==> src/rtl/core/lcdn_pkg.sv <==
// ---------------------------------------------------------------------------
// lcdn_pkg
// Shared constants, types and tables for the 4-bit character LCD interface.
// ---------------------------------------------------------------------------
package lcdn_pkg;

  // display geometry
  localparam int WIDTH  = 16;
  localparam int HEIGHT = 2;

  // request codes
  localparam logic [2:0] REQ_INIT  = 3'd0;
  localparam logic [2:0] REQ_WRITE = 3'd1;
  localparam logic [2:0] REQ_SET   = 3'd2;
  localparam logic [2:0] REQ_CLEAR = 3'd3;
  localparam logic [2:0] REQ_HOME  = 3'd4;

  // controller commands
  localparam logic [7:0] ADDR_CMD    = 8'h80;
  localparam logic [7:0] CLEAR_CMD   = 8'h01;
  localparam logic [7:0] FUNC_CMD    = 8'h28;
  localparam logic [7:0] DISP_CMD    = 8'h0C;
  localparam logic [7:0] ENTRY_CMD   = 8'h06;
  localparam logic [3:0] WAKE_NIB    = 4'h3;
  localparam logic [3:0] FOURBIT_NIB = 4'h2;

  localparam logic [5:0] COL_MAX  = 6'd63;
  localparam logic [5:0] LAST_COL = 6'(WIDTH - 1);
  localparam logic [0:0] LAST_ROW = 1'(HEIGHT - 1);
  localparam logic [7:0] CLAMP_COL = 8'(WIDTH - 1);
  localparam logic [7:0] CLAMP_ROW = 8'(HEIGHT - 1);

  // strobe indexes
  localparam logic [3:0] INIT_LAST_IDX = 4'd11;
  localparam logic [3:0] ONE_LAST_IDX  = 4'd1;
  localparam logic [3:0] TWO_LAST_IDX  = 4'd3;

  // job queue
  localparam int QUEUE_DEPTH = 2;
  localparam int QPTR_W      = $clog2(QUEUE_DEPTH);
  localparam int QCNT_W      = $clog2(QUEUE_DEPTH + 1);

  // one classified request: init sequence, or one or two bytes
  typedef struct packed {
    logic       is_init;
    logic       rs0;
    logic [7:0] byte0;
    logic       has2;
    logic [7:0] byte1;
  } job_t;

  typedef struct packed {
    logic [3:0] nibble;
    logic [3:0] wait_ms;
  } init_strobe_t;

  function automatic logic [7:0] addr_cmd(logic [5:0] c, logic r);
    return ADDR_CMD | {1'b0, r, c};
  endfunction

  function automatic init_strobe_t init_strobe(logic [3:0] idx);
    init_strobe_t s;
    s.wait_ms = 4'd0;
    unique case (idx)
      4'd0: begin
        s.nibble  = WAKE_NIB;
        s.wait_ms = 4'd15;
      end
      4'd1: begin
        s.nibble  = WAKE_NIB;
        s.wait_ms = 4'd5;
      end
      4'd2: begin
        s.nibble  = WAKE_NIB;
        s.wait_ms = 4'd1;
      end
      4'd3:    s.nibble = FOURBIT_NIB;
      4'd4:    s.nibble = FUNC_CMD[7:4];
      4'd5:    s.nibble = FUNC_CMD[3:0];
      4'd6:    s.nibble = DISP_CMD[7:4];
      4'd7:    s.nibble = DISP_CMD[3:0];
      4'd8:    s.nibble = ENTRY_CMD[7:4];
      4'd9:    s.nibble = ENTRY_CMD[3:0];
      4'd10:   s.nibble = CLEAR_CMD[7:4];
      default: s.nibble = CLEAR_CMD[3:0];
    endcase
    return s;
  endfunction

endpackage

==> src/rtl/core/lcdn_chan_if.sv <==
// ---------------------------------------------------------------------------
// lcdn channel interfaces
// Valid/ready channels for requests and nibble strobes.
// ---------------------------------------------------------------------------
interface lcdn_req_if;
  logic       valid;
  logic       ready;
  logic [2:0] req_type;
  logic [7:0] char_code;
  logic [7:0] col;
  logic [7:0] row;

  modport source (output valid, req_type, char_code, col, row, input ready);
  modport sink (input valid, req_type, char_code, col, row, output ready);
endinterface

interface lcdn_strobe_if;
  logic       valid;
  logic       ready;
  logic       rs;
  logic [3:0] nibble;
  logic [3:0] wait_before_ms;
  logic       last;

  modport source (output valid, rs, nibble, wait_before_ms, last, input ready);
  modport sink (input valid, rs, nibble, wait_before_ms, last, output ready);
endinterface

==> src/rtl/core/lcdn_front.sv <==
// ---------------------------------------------------------------------------
// lcdn_front
// Accepts requests, tracks the cursor and turns each request into a job.
// ---------------------------------------------------------------------------
module lcdn_front (
  input  logic               clk,
  input  logic               rst_n,
  lcdn_req_if.sink           req,
  input  logic               q_full,
  output logic               q_push,
  output lcdn_pkg::job_t     q_job
);

  logic [5:0] col_r, col_nxt;
  logic       row_r, row_nxt;
  logic       accept;
  logic       known;
  logic [7:0] cc;
  logic [7:0] rr;

  assign req.ready = !q_full;
  assign accept    = req.valid && req.ready;
  assign q_push    = accept && known;

  always_comb begin
    col_nxt     = col_r;
    row_nxt     = row_r;
    known       = 1'b1;
    q_job       = '0;
    cc          = (req.col > lcdn_pkg::CLAMP_COL) ? lcdn_pkg::CLAMP_COL : req.col;
    rr          = (req.row > lcdn_pkg::CLAMP_ROW) ? lcdn_pkg::CLAMP_ROW : req.row;
    unique case (req.req_type)
      lcdn_pkg::REQ_INIT: begin
        q_job.is_init = 1'b1;
        col_nxt       = '0;
        row_nxt       = 1'b0;
      end
      lcdn_pkg::REQ_WRITE: begin
        q_job.rs0   = 1'b1;
        q_job.byte0 = req.char_code;
        // wrap to the next row with an explicit address command
        if (col_r >= lcdn_pkg::LAST_COL && row_r < lcdn_pkg::LAST_ROW) begin
          row_nxt     = !row_r;
          col_nxt     = '0;
          q_job.has2  = 1'b1;
          q_job.byte1 = lcdn_pkg::addr_cmd(6'd0, !row_r);
        end else if (col_r < lcdn_pkg::COL_MAX) begin
          col_nxt = col_r + 6'd1;
        end
      end
      lcdn_pkg::REQ_SET: begin
        q_job.byte0 = lcdn_pkg::addr_cmd(cc[5:0], rr[0]);
        col_nxt     = cc[5:0];
        row_nxt     = rr[0];
      end
      lcdn_pkg::REQ_CLEAR: begin
        q_job.byte0 = lcdn_pkg::CLEAR_CMD;
        col_nxt     = '0;
        row_nxt     = 1'b0;
      end
      lcdn_pkg::REQ_HOME: begin
        q_job.byte0 = lcdn_pkg::ADDR_CMD;
        col_nxt     = '0;
        row_nxt     = 1'b0;
      end
      default: known = 1'b0;
    endcase
  end

  always_ff @(posedge clk) begin
    if (!rst_n) begin
      col_r <= '0;
      row_r <= 1'b0;
    end else if (accept) begin
      col_r <= col_nxt;
      row_r <= row_nxt;
    end
  end

endmodule

==> src/rtl/core/lcdn_queue.sv <==
// ---------------------------------------------------------------------------
// lcdn_queue
// Short job queue between request decode and the strobe sequencer.
// ---------------------------------------------------------------------------
module lcdn_queue (
  input  logic               clk,
  input  logic               rst_n,
  input  logic               push,
  input  lcdn_pkg::job_t     push_job,
  output logic               full,
  input  logic               pop,
  output logic               head_valid,
  output lcdn_pkg::job_t     head_job
);

  lcdn_pkg::job_t                  mem_r [lcdn_pkg::QUEUE_DEPTH];
  logic [lcdn_pkg::QPTR_W-1:0]     wr_ptr_r;
  logic [lcdn_pkg::QPTR_W-1:0]     rd_ptr_r;
  logic [lcdn_pkg::QCNT_W-1:0]     count_r;

  assign full       = (count_r == lcdn_pkg::QCNT_W'(lcdn_pkg::QUEUE_DEPTH));
  assign head_valid = (count_r != '0);
  assign head_job   = mem_r[rd_ptr_r];

  always_ff @(posedge clk) begin
    if (push) begin
      mem_r[wr_ptr_r] <= push_job;
    end
  end

  always_ff @(posedge clk) begin
    if (!rst_n) begin
      wr_ptr_r <= '0;
      rd_ptr_r <= '0;
      count_r  <= '0;
    end else begin
      if (push) begin
        wr_ptr_r <= (wr_ptr_r == lcdn_pkg::QPTR_W'(lcdn_pkg::QUEUE_DEPTH - 1)) ?
                    '0 : wr_ptr_r + 1'b1;
      end
      if (pop) begin
        rd_ptr_r <= (rd_ptr_r == lcdn_pkg::QPTR_W'(lcdn_pkg::QUEUE_DEPTH - 1)) ?
                    '0 : rd_ptr_r + 1'b1;
      end
      if (push && !pop) begin
        count_r <= count_r + 1'b1;
      end else if (pop && !push) begin
        count_r <= count_r - 1'b1;
      end
    end
  end

endmodule

==> src/rtl/core/lcdn_back.sv <==
// ---------------------------------------------------------------------------
// lcdn_back
// Steps through the strobes of the head job into the output register.
// ---------------------------------------------------------------------------
module lcdn_back (
  input  logic               clk,
  input  logic               rst_n,
  input  logic               head_valid,
  input  lcdn_pkg::job_t     head_job,
  output logic               pop,
  lcdn_strobe_if.source      strb
);

  logic [3:0]             idx_r;
  logic                   out_valid_r;
  logic                   rs_r;
  logic [3:0]             nibble_r;
  logic [3:0]             wait_r;
  logic                   last_r;
  logic                   load;
  logic                   is_last;
  logic [3:0]             last_idx;
  logic [7:0]             sel_byte;
  logic                   rs_nxt;
  logic [3:0]             nibble_nxt;
  logic [3:0]             wait_nxt;
  lcdn_pkg::init_strobe_t init_s;

  always_comb begin
    init_s   = lcdn_pkg::init_strobe(idx_r);
    sel_byte = idx_r[1] ? head_job.byte1 : head_job.byte0;
    if (head_job.is_init) begin
      last_idx   = lcdn_pkg::INIT_LAST_IDX;
      rs_nxt     = 1'b0;
      nibble_nxt = init_s.nibble;
      wait_nxt   = init_s.wait_ms;
    end else begin
      last_idx   = head_job.has2 ? lcdn_pkg::TWO_LAST_IDX : lcdn_pkg::ONE_LAST_IDX;
      // second byte is always a command
      rs_nxt     = head_job.rs0 && !idx_r[1];
      nibble_nxt = idx_r[0] ? sel_byte[3:0] : sel_byte[7:4];
      wait_nxt   = 4'd0;
    end
    is_last = (idx_r == last_idx);
  end

  assign load = head_valid && (!out_valid_r || strb.ready);
  assign pop  = load && is_last;

  always_ff @(posedge clk) begin
    if (!rst_n) begin
      idx_r       <= '0;
      out_valid_r <= 1'b0;
    end else begin
      if (load) begin
        idx_r <= is_last ? 4'd0 : idx_r + 4'd1;
      end
      if (load) begin
        out_valid_r <= 1'b1;
      end else if (strb.ready) begin
        out_valid_r <= 1'b0;
      end
    end
  end

  always_ff @(posedge clk) begin
    if (load) begin
      rs_r     <= rs_nxt;
      nibble_r <= nibble_nxt;
      wait_r   <= wait_nxt;
      last_r   <= is_last;
    end
  end

  assign strb.valid          = out_valid_r;
  assign strb.rs             = rs_r;
  assign strb.nibble         = nibble_r;
  assign strb.wait_before_ms = wait_r;
  assign strb.last           = last_r;

endmodule

==> src/rtl/core/char_lcd_nibble_interface_top.sv <==
// ---------------------------------------------------------------------------
// char_lcd_nibble_interface_top
// 4-bit character LCD interface with cursor tracking.
// ---------------------------------------------------------------------------
//  channel  | dir | fields                                  | transfer
//  in_ch    | in  | req_type, char_code, col, row           | valid && ready
//  out_ch   | out | rs, nibble, wait_before_ms, last        | valid && ready
//
//  one strobe per cycle from the sequencer while out_ch is ready: a request drains
//  as 2, 4 or 12 strobes (init is 12, a wrapping write is 4, everything else 2)
//  requests are taken one per cycle while the 2-entry job queue has room;
//  unknown request codes are taken and dropped
//  synchronous reset puts the cursor at (0,0) and empties queue and output
//  a stalled out_ch holds the output register; the front keeps decoding
//  until the queue fills
// ---------------------------------------------------------------------------
module char_lcd_nibble_interface_top (
  input  logic          clk,
  input  logic          rst_n,
  lcdn_req_if.sink      in_ch,
  lcdn_strobe_if.source out_ch
);

  logic           q_full;
  logic           q_push;
  logic           q_pop;
  logic           q_valid;
  lcdn_pkg::job_t q_in_job;
  lcdn_pkg::job_t q_head_job;

  lcdn_front u_front (
    .clk    (clk),
    .rst_n  (rst_n),
    .req    (in_ch),
    .q_full (q_full),
    .q_push (q_push),
    .q_job  (q_in_job)
  );

  lcdn_queue u_queue (
    .clk        (clk),
    .rst_n      (rst_n),
    .push       (q_push),
    .push_job   (q_in_job),
    .full       (q_full),
    .pop        (q_pop),
    .head_valid (q_valid),
    .head_job   (q_head_job)
  );

  lcdn_back u_back (
    .clk        (clk),
    .rst_n      (rst_n),
    .head_valid (q_valid),
    .head_job   (q_head_job),
    .pop        (q_pop),
    .strb       (out_ch)
  );

  a_no_overflow: assert property (@(posedge clk) disable iff (!rst_n)
    q_push |-> !q_full || q_pop)
    else $error("job pushed into a full queue");

  a_pop_nonempty: assert property (@(posedge clk) disable iff (!rst_n)
    q_pop |-> q_valid)
    else $error("job popped from an empty queue");

  a_data_no_wait: assert property (@(posedge clk) disable iff (!rst_n)
    out_ch.valid && out_ch.rs |-> out_ch.wait_before_ms == 4'd0)
    else $error("data strobe carries a delay");

  a_reset_idle: assert property (@(posedge clk)
    !rst_n |=> !out_ch.valid)
    else $error("strobe valid right after reset");

endmodule

==> src/flat_wrapper.sv <==
// flat-port wrapper written by rule: the top's interface ports become plain ports
module char_lcd_nibble_interface_top_flat 
  (clk, rst_n, in_ch_valid, in_ch_req_type, in_ch_char_code, in_ch_col, in_ch_row, in_ch_ready, out_ch_valid, out_ch_rs, out_ch_nibble, out_ch_wait_before_ms, out_ch_last, out_ch_ready);
  lcdn_req_if in_ch_i ();
  lcdn_strobe_if out_ch_i ();
  input  logic clk;
  input  logic rst_n;
  input wire logic [$bits(in_ch_i.valid)-1:0] in_ch_valid;
  input wire logic [$bits(in_ch_i.req_type)-1:0] in_ch_req_type;
  input wire logic [$bits(in_ch_i.char_code)-1:0] in_ch_char_code;
  input wire logic [$bits(in_ch_i.col)-1:0] in_ch_col;
  input wire logic [$bits(in_ch_i.row)-1:0] in_ch_row;
  output wire logic [$bits(in_ch_i.ready)-1:0] in_ch_ready;
  output wire logic [$bits(out_ch_i.valid)-1:0] out_ch_valid;
  output wire logic [$bits(out_ch_i.rs)-1:0] out_ch_rs;
  output wire logic [$bits(out_ch_i.nibble)-1:0] out_ch_nibble;
  output wire logic [$bits(out_ch_i.wait_before_ms)-1:0] out_ch_wait_before_ms;
  output wire logic [$bits(out_ch_i.last)-1:0] out_ch_last;
  input wire logic [$bits(out_ch_i.ready)-1:0] out_ch_ready;
  assign in_ch_i.valid = in_ch_valid;
  assign in_ch_i.req_type = in_ch_req_type;
  assign in_ch_i.char_code = in_ch_char_code;
  assign in_ch_i.col = in_ch_col;
  assign in_ch_i.row = in_ch_row;
  assign in_ch_ready = in_ch_i.ready;
  assign out_ch_valid = out_ch_i.valid;
  assign out_ch_rs = out_ch_i.rs;
  assign out_ch_nibble = out_ch_i.nibble;
  assign out_ch_wait_before_ms = out_ch_i.wait_before_ms;
  assign out_ch_last = out_ch_i.last;
  assign out_ch_i.ready = out_ch_ready;
  char_lcd_nibble_interface_top u_core (.clk(clk), .rst_n(rst_n), .in_ch(in_ch_i), .out_ch(out_ch_i));
endmodule
==> config.mk <==
export PLATFORM = sky130hd
export DESIGN_NAME = char_lcd_nibble_interface_top_flat
export DESIGN_NICKNAME = d
export VERILOG_FILES = /design/src/rtl/core/lcdn_pkg.sv /design/src/rtl/core/lcdn_chan_if.sv /design/src/rtl/core/lcdn_front.sv /design/src/rtl/core/lcdn_queue.sv /design/src/rtl/core/lcdn_back.sv /design/src/rtl/core/char_lcd_nibble_interface_top.sv /design/src/flat_wrapper.sv
export SDC_FILE = /design/constraint.sdc
export NUM_CORES = 1
export LEC_CHECK = 0
export ABC_AREA = 1
export BUFFER_PORTS_ARGS = -buffer_cell sky130_fd_sc_hd__buf_2
export CORE_ASPECT_RATIO = 0.8
export CORE_MARGIN = 2
export CORE_UTILIZATION = 60
export DETAILED_ROUTE_END_ITERATION = 10
export PLACE_DENSITY = 0.83
export SETUP_SLACK_MARGIN = 0.3
export SLEW_MARGIN = 10
export SYNTH_ARGS = -nofsm -noshare
export SYNTH_HDL_FRONTEND = slang
export SYNTH_SLANG_ARGS = --single-unit
export TNS_END_PERCENT = 50
==> constraint.sdc <==
create_clock -name clk -period 5.08 [get_ports clk]
set_input_delay 1.27 -clock clk [delete_from_list [all_inputs] [get_ports clk]]
set_output_delay 1.27 -clock clk [all_outputs]
set_load 0.02 [all_outputs]
**After elaboration in Yosys (flattened, before gate mapping)**

Memories as Yosys holds them, arrays and structs flattened. A register that Yosys moved wholly into a read port is not among the register bits.
Cells that the tools add are included.

- Bits in registers: 26
- Latch bits: 0
- Bits in writable memories: 38
- Bits in read-only memories: 0
- Word-level logic and storage cells: 100
- Memories kept: 1

- Add/sub/neg operators: 6
- Multipliers: 0
- Div/mod/pow operators: 0
- $lt $le $gt $ge: 5
- Equality and inequality tests: 18
- Shift operators: 0
- Multiplexer cells: 31
- Bitwise logic cells: 0
- Reduce and logical (&&, ||, !) cells: 28

Memory list:

| memory | depth | width | rd ports | clocked after Yosys merged registers in | write ports | line | text |
|---|---|---|---|---|---|---|---|
| u_core.u_queue.mem_r | 2 | 19 | 1 | 1 | 1 | lcdn_queue.sv:16 | `lcdn_pkg::job_t mem_r [lcdn_pkg::QUEUE_DEPTH];` |

Operators by type and width:

| kind | count |
|---|---|
| 8-bit case mux with 4 select lines | 1 |
| 4-bit case mux with 6 select lines | 1 |
| 6-bit 2-to-1 mux | 3 |
| 9-bit 2-to-1 mux | 2 |
| 6-bit case mux with 3 select lines | 1 |
| 4-bit by 3-bit equality test with 1-bit output, second input constant | 4 |
| 4-bit 2-to-1 mux | 4 |
| 1-bit 2-to-1 mux | 13 |
| 4-bit equality test, second input constant | 3 |
| 4-bit case mux with 3 select lines | 1 |
| 3-bit OR reduction | 3 |
| 4-bit by 2-bit equality test with 1-bit output, second input constant | 2 |
| 8-bit by 1-bit greater-than comparator with 1-bit output, second input constant | 1 |
| 8-bit by 4-bit greater-than comparator with 1-bit output, second input constant | 1 |
| 1-bit logical AND | 8 |
| 8-bit 2-to-1 mux | 1 |
| 6-bit by 1-bit adder with 6-bit output, second input constant | 1 |
| 3-bit by 2-bit equality test with 1-bit output, second input constant | 2 |
| 6-bit by 4-bit greater-or-equal comparator with 1-bit output, second input constant | 1 |
| 1-bit logical NOT | 6 |
| 6-bit < comparator, second input constant | 1 |
| 2-bit 2-to-1 mux | 3 |
| 3-bit AND reduction | 2 |
| 2-bit nonzero test | 3 |
| 19 further kinds | 20 |

**Logic depth before layout (Yosys ltp)**

Gate-level depths: netlist of run 1.

- Depth after elaboration: 8
- Depth in mapped cells: 14
- Depth with buffers taken out: 13

**Hierarchy**

Synthesis of run 1 repeated with hierarchy kept, for this count alone.

- Cells, all modules: 345
- Area, all modules: 3286.9 sq um

Modules (own cells, without submodules):

| module | instances | cells each | area each (sq um) | seq. area each (sq um) |
|---|---|---|---|---|
| lcdn_queue | 1 | 94 | 1651.6 | 1241.2 |
| lcdn_back | 1 | 131 | 922.1 | 370.4 |
| lcdn_front | 1 | 120 | 713.2 | 140.1 |

**Least setup slack after synthesis of run 1**

No wires, ideal clock.

- Path kind: input port to flip-flop
- Start point: input in_ch_req_type[1]
- End point: memory u_core.u_queue.mem_r[1][10] in the netlist's numbering, enable pin
- Arrival time: 2.195 ns
- Required time: 4.700 ns
- Path slack: 2.505 ns
- Stages: 5
- Buffers on the path: 0
- Path through: nor2_2 > nor2_2 > nor2_4 > inv_1 > nor2_1

- Cells in the longest elaborated chain, start to end: 6
- Elaborated cells on any way between the ends: 10
- Classes of those cells: eq/ne: 4; mux: 3; reduce/logical: 3

RTL lines:

| item | line | text |
|---|---|---|
| from (decl) | flat_wrapper.sv:9 | `input wire logic [$bits(in_ch_i.req_type)-1:0] in_ch_req_type;` |
| 3-bit by 1-bit equality test with 1-bit output, or another cell as far along | lcdn_front.sv:32 | `unique case (req.req_type)` |
| 5-bit OR reduction (no line) * | - |  |
| 1-bit 2-to-1 mux * | lcdn_front.sv:32 |  |
| 1-bit logical AND * | lcdn_front.sv:23 | `assign q_push = accept && known;` |
| named net u_core.q_push | char_lcd_nibble_interface_top.sv:25 | `logic q_push;` |
| 1-bit 2-to-1 mux * | lcdn_queue.sv:26 | `if (push) begin` |
| 1-bit 2-to-1 mux (implied by the code) * | lcdn_queue.sv:27 | `mem_r[wr_ptr_r] <= push_job;` |
| to (decl) | lcdn_queue.sv:16 |  |

The timed path passes the listed nets; every way through them passes the cells marked *.

**Worst setup path after layout of run 1**

- Start point: input in_ch_req_type[1]
- End point: memory u_core.u_queue.mem_r[1][14] in the netlist's numbering, enable pin

Same word-level chain as after synthesis.

==> summary.txt, run 1 <==
Critical path
  • CP top delay family: simple AND/OR/NAND/NOR gates
  • CP bufs+invs: 2
  • Critical Path, Cell by Cell: buf_2, nor2_2, nor2_2, nor2_4, inv_1, nor2_1
  • Crit Path Max Fanout: 12
  • Worst EP arrival: 2.61 ns
  • CP max stage cell: nor2_1
  • Most frequent CP cell: nor2_2
  • Req. time, crit path: 5.01 ns
  • CP peak stage delay: 0.70 ns
  • Setup crit end kind: flop
  • Kind of critical path: in2reg
  • Startpoint types: input pin

Timing
  • Period utilization: 52.7%
  • Slew margin rel.: 38.2%
  • Layout Skew: 0.00392 ns
  • Max Clk Rate: 0.373 GHz
  • Final Max Slew Viols: 0
  • Minimum clock period: 2.68 ns
  • Worst-Margin Slew: 0.923 ns
  • Endpoints failing setup: 0
  • RSZ-0062 raised after global routing: false
  • Final hold vios: 0
  • Setup TNS: 0 ns

Layout
  • Multi-input gate area: 0.00104 mm2
  • Post-Layout Inst Area: 0.00279 mm2
  • Final nets: 375
  • Register area: 0.00127 mm2
  • Fill cell count: 313
  • Synth-to-layout area growth: 13.5%
  • Ant diodes: 0
  • Share of layout cells above drive strength 1: 21.5%

Die
  • Die ar.: 0.00462 mm2
  • Die Wd: 75.5 um
  • Core area: 0.00385 mm2
  • Die Y: 61.2 um
  • Initial Util: 63.7%
  • Ports: 43
  • Rows: 20

Drt
  • Drt initial violations: 135
  • # DRC: 0
  • Final wirelength: 4840 um
  • Wire length on met3: 269 um
  • Metal-1 WL: 2220 um
  • Routed WL per cell: 12.3 um
  • Pre-antenna DRT Iters: 5
  • Routed Antenna Nets: 0
  • Highest routed layer: met4
  • Met2 wire len: 2320 um
  • Total number of vias: 2020
  • Via/cell ratio: 5.13

Yosys
  • Netlist cell types: 28
  • Synth Register Bits: 48
  • Top post-synthesis cells by area: edfxtp_1, dfxtp_1, nand2_1
  • Leading area contributor after synthesis: edfxtp_1
  • Average cell area after synthesis: 8.38 um2
  • Top cell type's share of synthesized area: 37.9%
  • Post-Synthesis Cells: 293
  • Mapped Area: 0.00246 mm2
  • Number of warnings issued by yosys: 0
  • Syn Nets: 330
  • Sequential area share after synthesis: 51.8%

Global routing
  • Largest net degree at the start of global routing: 16
  • Vias in the first global route: 1774
  • Gr ovfl total: 0
  • Initial antenna violation count: 0
  • First-pass GRT wire length: 7950 um
  • GR Util All Layers: 23.6%

Clock network
  • CTS tree: yes
  • CTS H-tree depth: 2
  • CTS Buf Count: 5
  • CTS sink cnt: 48
  • Setup Buffers After CTS: 0
  • CTS Hold Bufs: 0
  • Root Driver: clkbuf_8
  • Post-CTS resize count: 0
  • Worst-skew pair later-pin latency: 0.30 ns
  • Clock slew at reported path FFs: 0.09 ns
  • Bufs on Longest Clock Path: 2

Pwr
  • Max VDD drop: 161 uV
  • Leak: 1.22 nW
  • Power Density: 326 mW/mm2
  • Total chip power: 0.910 mW

Placed design
  • PortBufs: 42
  • HPWL Detailed: 3540 um
  • Final Wtd Congestion: 0.831
  • Post-DP Area: 0.00270 mm2

Flow run
  • Max Cap Viol: 0

Status
  • Status: finished clean

Hold path
  • Min-Delay Path Class: reg2reg
-- logic make-up (layout without fill, tap and decap cells) --
group | count (synthesis) | after routing | share of synthesized area (%)
buffers and inverters | 34 | 80 | 5.96
and+or+nand+nor | 148 | 148 | 26.2
xor gates and xnor gates | 3 | 3 | 1.07
DFF | 48 | 48 | 51.8
AOI/OAI and AO/OA | 54 | 54 | 12.0
adders and majority gates | 6 | 6 | 3.06
-- power by group --
| group | total (mW) | switching [mW] | internal [mW] |
|---|---|---|---|
| sequential | 0.484 | 0.0242 | 0.460 |
| clock | 0.224 | 0.128 | 0.0958 |
| combinational | 0.201 | 0.133 | 0.0686 |
| total | 0.910 | 0.285 | 0.624 |
-- synthesized netlist by cell type --
master,n
edfxtp_1,31
inv_1,25
nor2_4,3
clkinv_1,1
o21ai_2,1
clkbuf_1,1
buf_4,1
xnor2_1,2
nand2_1,61
ha_1,6
a21oi_1,12
a211oi_1,2
nand2_2,10
nor2_1,51
nor2_2,3
a31oi_1,2
nand3_2,1
nand4_1,2
o21ai_0,32
dfxtp_1,17
o22ai_1,2
nand3_1,15
xor2_1,1
a21oi_2,2
buf_6,2
inv_2,4
nor3_1,2
o21a_1,1
-- cells in the final DEF (no fill, tap or decap) --
cell and instances:
a21oi_2 2, a211oi_1 2, nand3_2 1, a31oi_1 2
o21ai_0 32, ha_1 6, xnor2_1 2, inv_1 25
nor3_1 2, nand3_1 15, clkbuf_8 5, nand2_1 61
nor2_2 3, nor2_4 3, inv_2 4, nand2_2 10
inv_6 1, a21oi_1 12, edfxtp_1 31, nand4_1 2
dfxtp_1 17, clkinvlp_2 1, o22ai_1 2, buf_2 42
nor2_1 51, xor2_1 1, o21ai_2 1, clkinv_1 2
o21a_1 1
-- worst paths after layout --
kind | start | endpoint | slack [ns] | cells past startpoint
worst max-delay path | in_ch_req_type[1] | u_core.u_queue.mem_r[1][14] | 2.40 | 6
worst min-delay path | u_core.u_queue.count_r[1] | u_core.u_queue.count_r[1] | 0.50 | 2
worst max register to register | flop | u_core.u_queue.count_r[1] | 2.71 | 12
worst min register to register | u_core.u_queue.count_r[1] | u_core.u_queue.count_r[1] | 0.50 | 2
-- stage by stage --
stage | std cells | utilization, % | hold WS [ns] | worst slack [ns]
2_1_floorplan | 293 | - | 0.464 | 2.51
3_3_place_gp | 386 | 70.1 | 0.482 | 2.14
3_5_place_dp | 386 | 70.1 | 0.489 | 2.10
4_1_cts | 394 | 72.3 | 0.502 | 2.42
5_1_grt | 394 | 72.3 | 0.519 | 2.28
6_report | 394 | 72.3 | 0.501 | 2.40
-- state kept, by name (all words and copies together), names as in the netlist, named ones only --
name                               cells
u_core.u_back.strb.wait_before_ms      3
u_core.u_back.strb.rs                  1
u_core.u_back.strb.last                1
u_core.u_queue.rd_ptr_r                1
u_core.u_front.row_r                   1
u_core.u_front.col_r                   6
u_core.u_queue.mem_r                  22
u_core.u_back.strb.valid               1
u_core.u_queue.count_r                 2
u_core.u_back.strb.nibble              4
u_core.u_queue.wr_ptr_r                1
u_core.u_back.idx_r                    4
-- routing by layer --
metal  GRT usage, %  vias up
li1               -     1059
met1           30.3      903
met2           39.1       56
met3           6.38        2
met4           8.27        0
met5              0        -
-- final cells by class --
cell class / instances / area share, %
Timing Repair Buffer: 42 / 7.54
Multi-Input combinational cell: 211 / 37.3
Clock inverter: 3 / 0.628
Sequential cell: 48 / 45.6
Tap cell: 55 / 2.47
Clock buffer: 5 / 2.47
Inverter: 30 / 4.04
-- worst reg2reg max path: cells and delay by family, from the launching register on --
family          cells  cell delay, ns
buf+inv             2            0.27
simple gates        4            0.50
compound gates      5            0.57
flops               1            0.61
fa+ha+maj           1            0.31
No activity file was read; power rests on OpenSTA's default activity.
==> run 2, diff against run 1 <==
Settings changed: ABC_AREA 1 to 0, CORE_UTILIZATION 60 to 55, PLACE_DENSITY 0.83 to 0.77.
Clock period 5.08 ns to 2.81 ns, I/O delays scaled along.
==> run 2 against run 1 <==
  * Global-route usage down 2.8 points
  * Clock power grew 120%
  * Clock skew decreased by 0.00083 ns
  * Sequential power grew 89%
  * Design area down 1.9%
  * Critical path depth did not move
  * Count of clock-buffer cells in the layout unchanged
  * Hold slack lost 0.0068 ns
  * First-iteration DRC count is 57% lower
  * Die area grew 4.6%
==> summary.txt, run 2 <==
Layout
  • Post-Layout Inst Area: 0.00274 mm2 (-1.9%)
  • Most frequent cells in the layout: buf_2, edfxtp_1, nor2_1
  • Share of layout cells above drive strength 1: 22.7% (+1.1 points)
  • Synth-to-layout area growth: 15.8%
  • Max reg flops: 22 (unchanged)
  • Biggest regs: u_core.u_queue.mem_r: 22 flops, u_core.u_front.col_r: 6 flops
  • Final nets: 305 (-19%)
  • Largest Register: u_core.u_queue.mem_r
  • Most common cell after layout, fill and taps aside: buf_2
  • Ant diodes: 0 (unchanged)
  • Fill cell count: 318 (+1.6%)

Timing
  • Worst-Margin Slew: 0.620 ns (-0.303 ns)
  • Endpoints failing setup: 0 (unchanged)
  • Final hold vios: 0 (unchanged)
  • RSZ-0062 raised after global routing: false
  • Setup TNS: 0 ns (unchanged)
  • Period utilization: 85.0%
  • Max Clk Rate: 0.419 GHz
  • Final Max Slew Viols: 0 (unchanged)
  • Layout Skew: 0.00309 ns (-0.000829 ns)
  • Minimum clock period: 2.39 ns
  • Slew margin rel.: 58.2% (+20 points)

Critical path
  • Worst-case reg-to-reg path depth: 6 (-6)
  • Startpoint types: flop
  • R2r endpoint: u_core.u_queue.count_r[1]
  • CP max stage cell: dfxtp_4
  • Critical Path, Cell by Cell: mux2_2, o31a_1, or3_4, ha_1, or3_1, a21oi_1
  • R2r setup slk: 0.42 ns (-2.29 ns)
  • Setup crit end kind: flop
  • CP peak stage delay: 0.40 ns (-0.30 ns)
  • Crit Path Max Fanout: 6 (-6)
  • Kind of critical path: reg2reg
  • Worst EP arrival: 2.62 ns (about the same)
  • Req. time, crit path: 3.05 ns (-1.96 ns)

Placed design
  • Post-DP Area: 0.00262 mm2 (-3.2%)
  • HPWL Detailed: 3300 um (-6.6%)
  • PortBufs: 42 (unchanged)
  • Final Wtd Congestion: 0.814 (-2.0%)

Status
  • Status: finished clean

Global routing
  • GR Util All Layers: 20.8% (-2.8 points)
  • Vias in the first global route: 1674 (-5.6%)
  • Initial antenna violation count: 0 (unchanged)
  • Gr ovfl total: 0 (unchanged)
  • First-pass GRT wire length: 7790 um (-2.0%)
  • Largest net degree at the start of global routing: 16 (unchanged)

Yosys
  • Top cell type's share of synthesized area: 39.4% (+1.5 points)
  • Synth async-reset ratio: 0% (unchanged)
  • Ys flop type: edfxtp_1
  • Leading area contributor after synthesis: edfxtp_1
  • Post-synth top cells: edfxtp_1, nor2_1, o21ai_0, nand2_1, dfxtp_1
  • Number of warnings issued by yosys: 0 (unchanged)
  • Sequential area share after synthesis: 53.8% (+2.1 points)
  • Number of synthesized flops with an enable pin: 31 (unchanged)
  • Synth Register Bits: 48 (unchanged)
  • Post-Synthesis Cells: 227 (-23%)
  • Syn Nets: 264 (-20%)
  • Average cell area after synthesis: 10.4 um2 (+24%)
  • Mapped Area: 0.00236 mm2 (-3.9%)
  • Netlist cell types: 40 (+43%)
  • Top post-synthesis cells by area: edfxtp_1, dfxtp_1, o21ai_0
  • Most frequent cell after synthesis: edfxtp_1

Pwr
  • Leak: 1.06 nW (-13%)
  • Max VDD drop: 318 uV (+98%)
  • Power Density: 671 mW/mm2 (+110%)

Clock network
  • CTS tree: yes
  • CTS sink cnt: 48 (unchanged)
  • CTS Hold Bufs: 0 (unchanged)
  • Worst-skew pair later-pin latency: 0.30 ns (about the same)
  • Bufs on Longest Clock Path: 2 (unchanged)
  • CTS H-tree depth: 2 (unchanged)
  • CTS Buf Count: 5 (unchanged)
  • Root Driver: clkbuf_8
  • Clock slew at reported path FFs: 0.09 ns (about the same)

Hold path
  • Min-Delay Path Class: reg2reg
  • Hold Crit Depth: 2 (unchanged)
  • Worst hold start: u_core.u_queue.rd_ptr_r
  • Hold EP: u_core.u_queue.rd_ptr_r

Drt
  • Via/cell ratio: 5.51 (+7.5%)
  • Highest routed layer: met4
  • Pre-antenna DRT Iters: 4 (-1)
  • Total number of vias: 1796 (-11%)
  • Metal-1 WL: 2170 um (-2.6%)
  • # DRC: 0 (unchanged)
  • Final wirelength: 4590 um (-5.3%)
  • Drt initial violations: 58 (-57%)
  • Wire length on met3: 265 um (-1.5%)
  • Routed Antenna Nets: 0 (unchanged)
  • Routed WL per cell: 14.1 um (+14%)
  • Met2 wire len: 2080 um (-10%)

Die
  • Die Y: 62.6 um (+2.2%)
  • Die ar.: 0.00484 mm2 (+4.6%)
  • Core area: 0.00415 mm2 (+7.7%)
  • Rows: 21 (+5.0%)
  • Initial Util: 56.9% (-6.9 points)
  • Die Wd: 77.3 um (+2.3%)
  • Ports: 43 (unchanged)

Flow run
  • Max Cap Viol: 0 (unchanged)
## run 2: layout make-up
class	count	area (um2)	area share, %
tap	57	71.3	2.61
clock buffer	5	68.8	2.52
clock inverter	3	42.5	1.56
timing repair buffer	45	233	8.51
multi-input combinational	161	1020	37.2
sequential	48	1270	46.6
inverter	7	26.3	0.961
## run 2: worst max-delay path: cells and delay by family (launching register included)
family | cells | cell delay [ns]
and+or+nand+nor | 2 | 0.73
AOI/OAI and AO/OA | 2 | 0.47
DFF | 1 | 0.40
muxes | 1 | 0.39
adders and majority gates | 1 | 0.34
## run 2: kinds of logic after synthesis
logic type | Yosys count | synth area share (%)
and+or+nand+nor | 85 | 17.8
AOI/OAI and AO/OA | 53 | 13.8
DFF | 48 | 53.8
buffers and inverters | 18 | 3.23
muxes | 12 | 6.31
adders and majority gates | 6 | 3.18
xor gates and xnor gates | 5 | 1.86
## run 2: worst max-delay path by stage
stage / endpoint / depth (start not counted) / startpoint / slack, ns
after floorplan: u_core.u_queue.count_r[1] / 7 / out_ch_ready / 0.41
after global placement: u_core.u_queue.count_r[1] / 7 / out_ch_ready / 0.31
after detailed placement: u_core.u_queue.count_r[1] / 6 / flop / 0.28
after CTS: u_core.u_queue.count_r[1] / 6 / flop / 0.36
after global routing: u_core.u_queue.count_r[1] / 6 / flop / 0.32
final: u_core.u_queue.count_r[1] / 6 / flop / 0.42
## run 2: stage by stage
step / total power, mW / instances / util [%] / hold slack, ns / worst slack, ns
5_1_grt: 1.94 / 326 / 65.9 / 0.512 / 0.317
2_1_floorplan: 1.22 / 227 / - / 0.455 / 0.408
3_5_place_dp: 1.35 / 318 / 63.0 / 0.482 / 0.279
4_1_cts: 1.84 / 326 / 65.7 / 0.494 / 0.357
6_report: 1.83 / 326 / 65.9 / 0.494 / 0.422
3_3_place_gp: 1.33 / 318 / 63.0 / 0.472 / 0.314
## run 2: routing by layer
metal / vias up / track usage, %
li1: 909 / -
met1: 823 / 28.3
met2: 57 / 33.3
met3: 7 / 4.19
met4: 0 / 7.37
met5: - / 0
## run 2: report_power, final
group          total, mW  switching [mW]  leakage, nW  internal [mW]
sequential         0.915          0.0642        0.433          0.851
clock              0.498           0.234       0.0558          0.264
combinational      0.422           0.254        0.570          0.168
total               1.83           0.552         1.06           1.28
## run 2: repair_timing
item	in CTS	in global routing
setup buffers	0	0
setup endpoints to repair	1	1
resized for setup	1	2
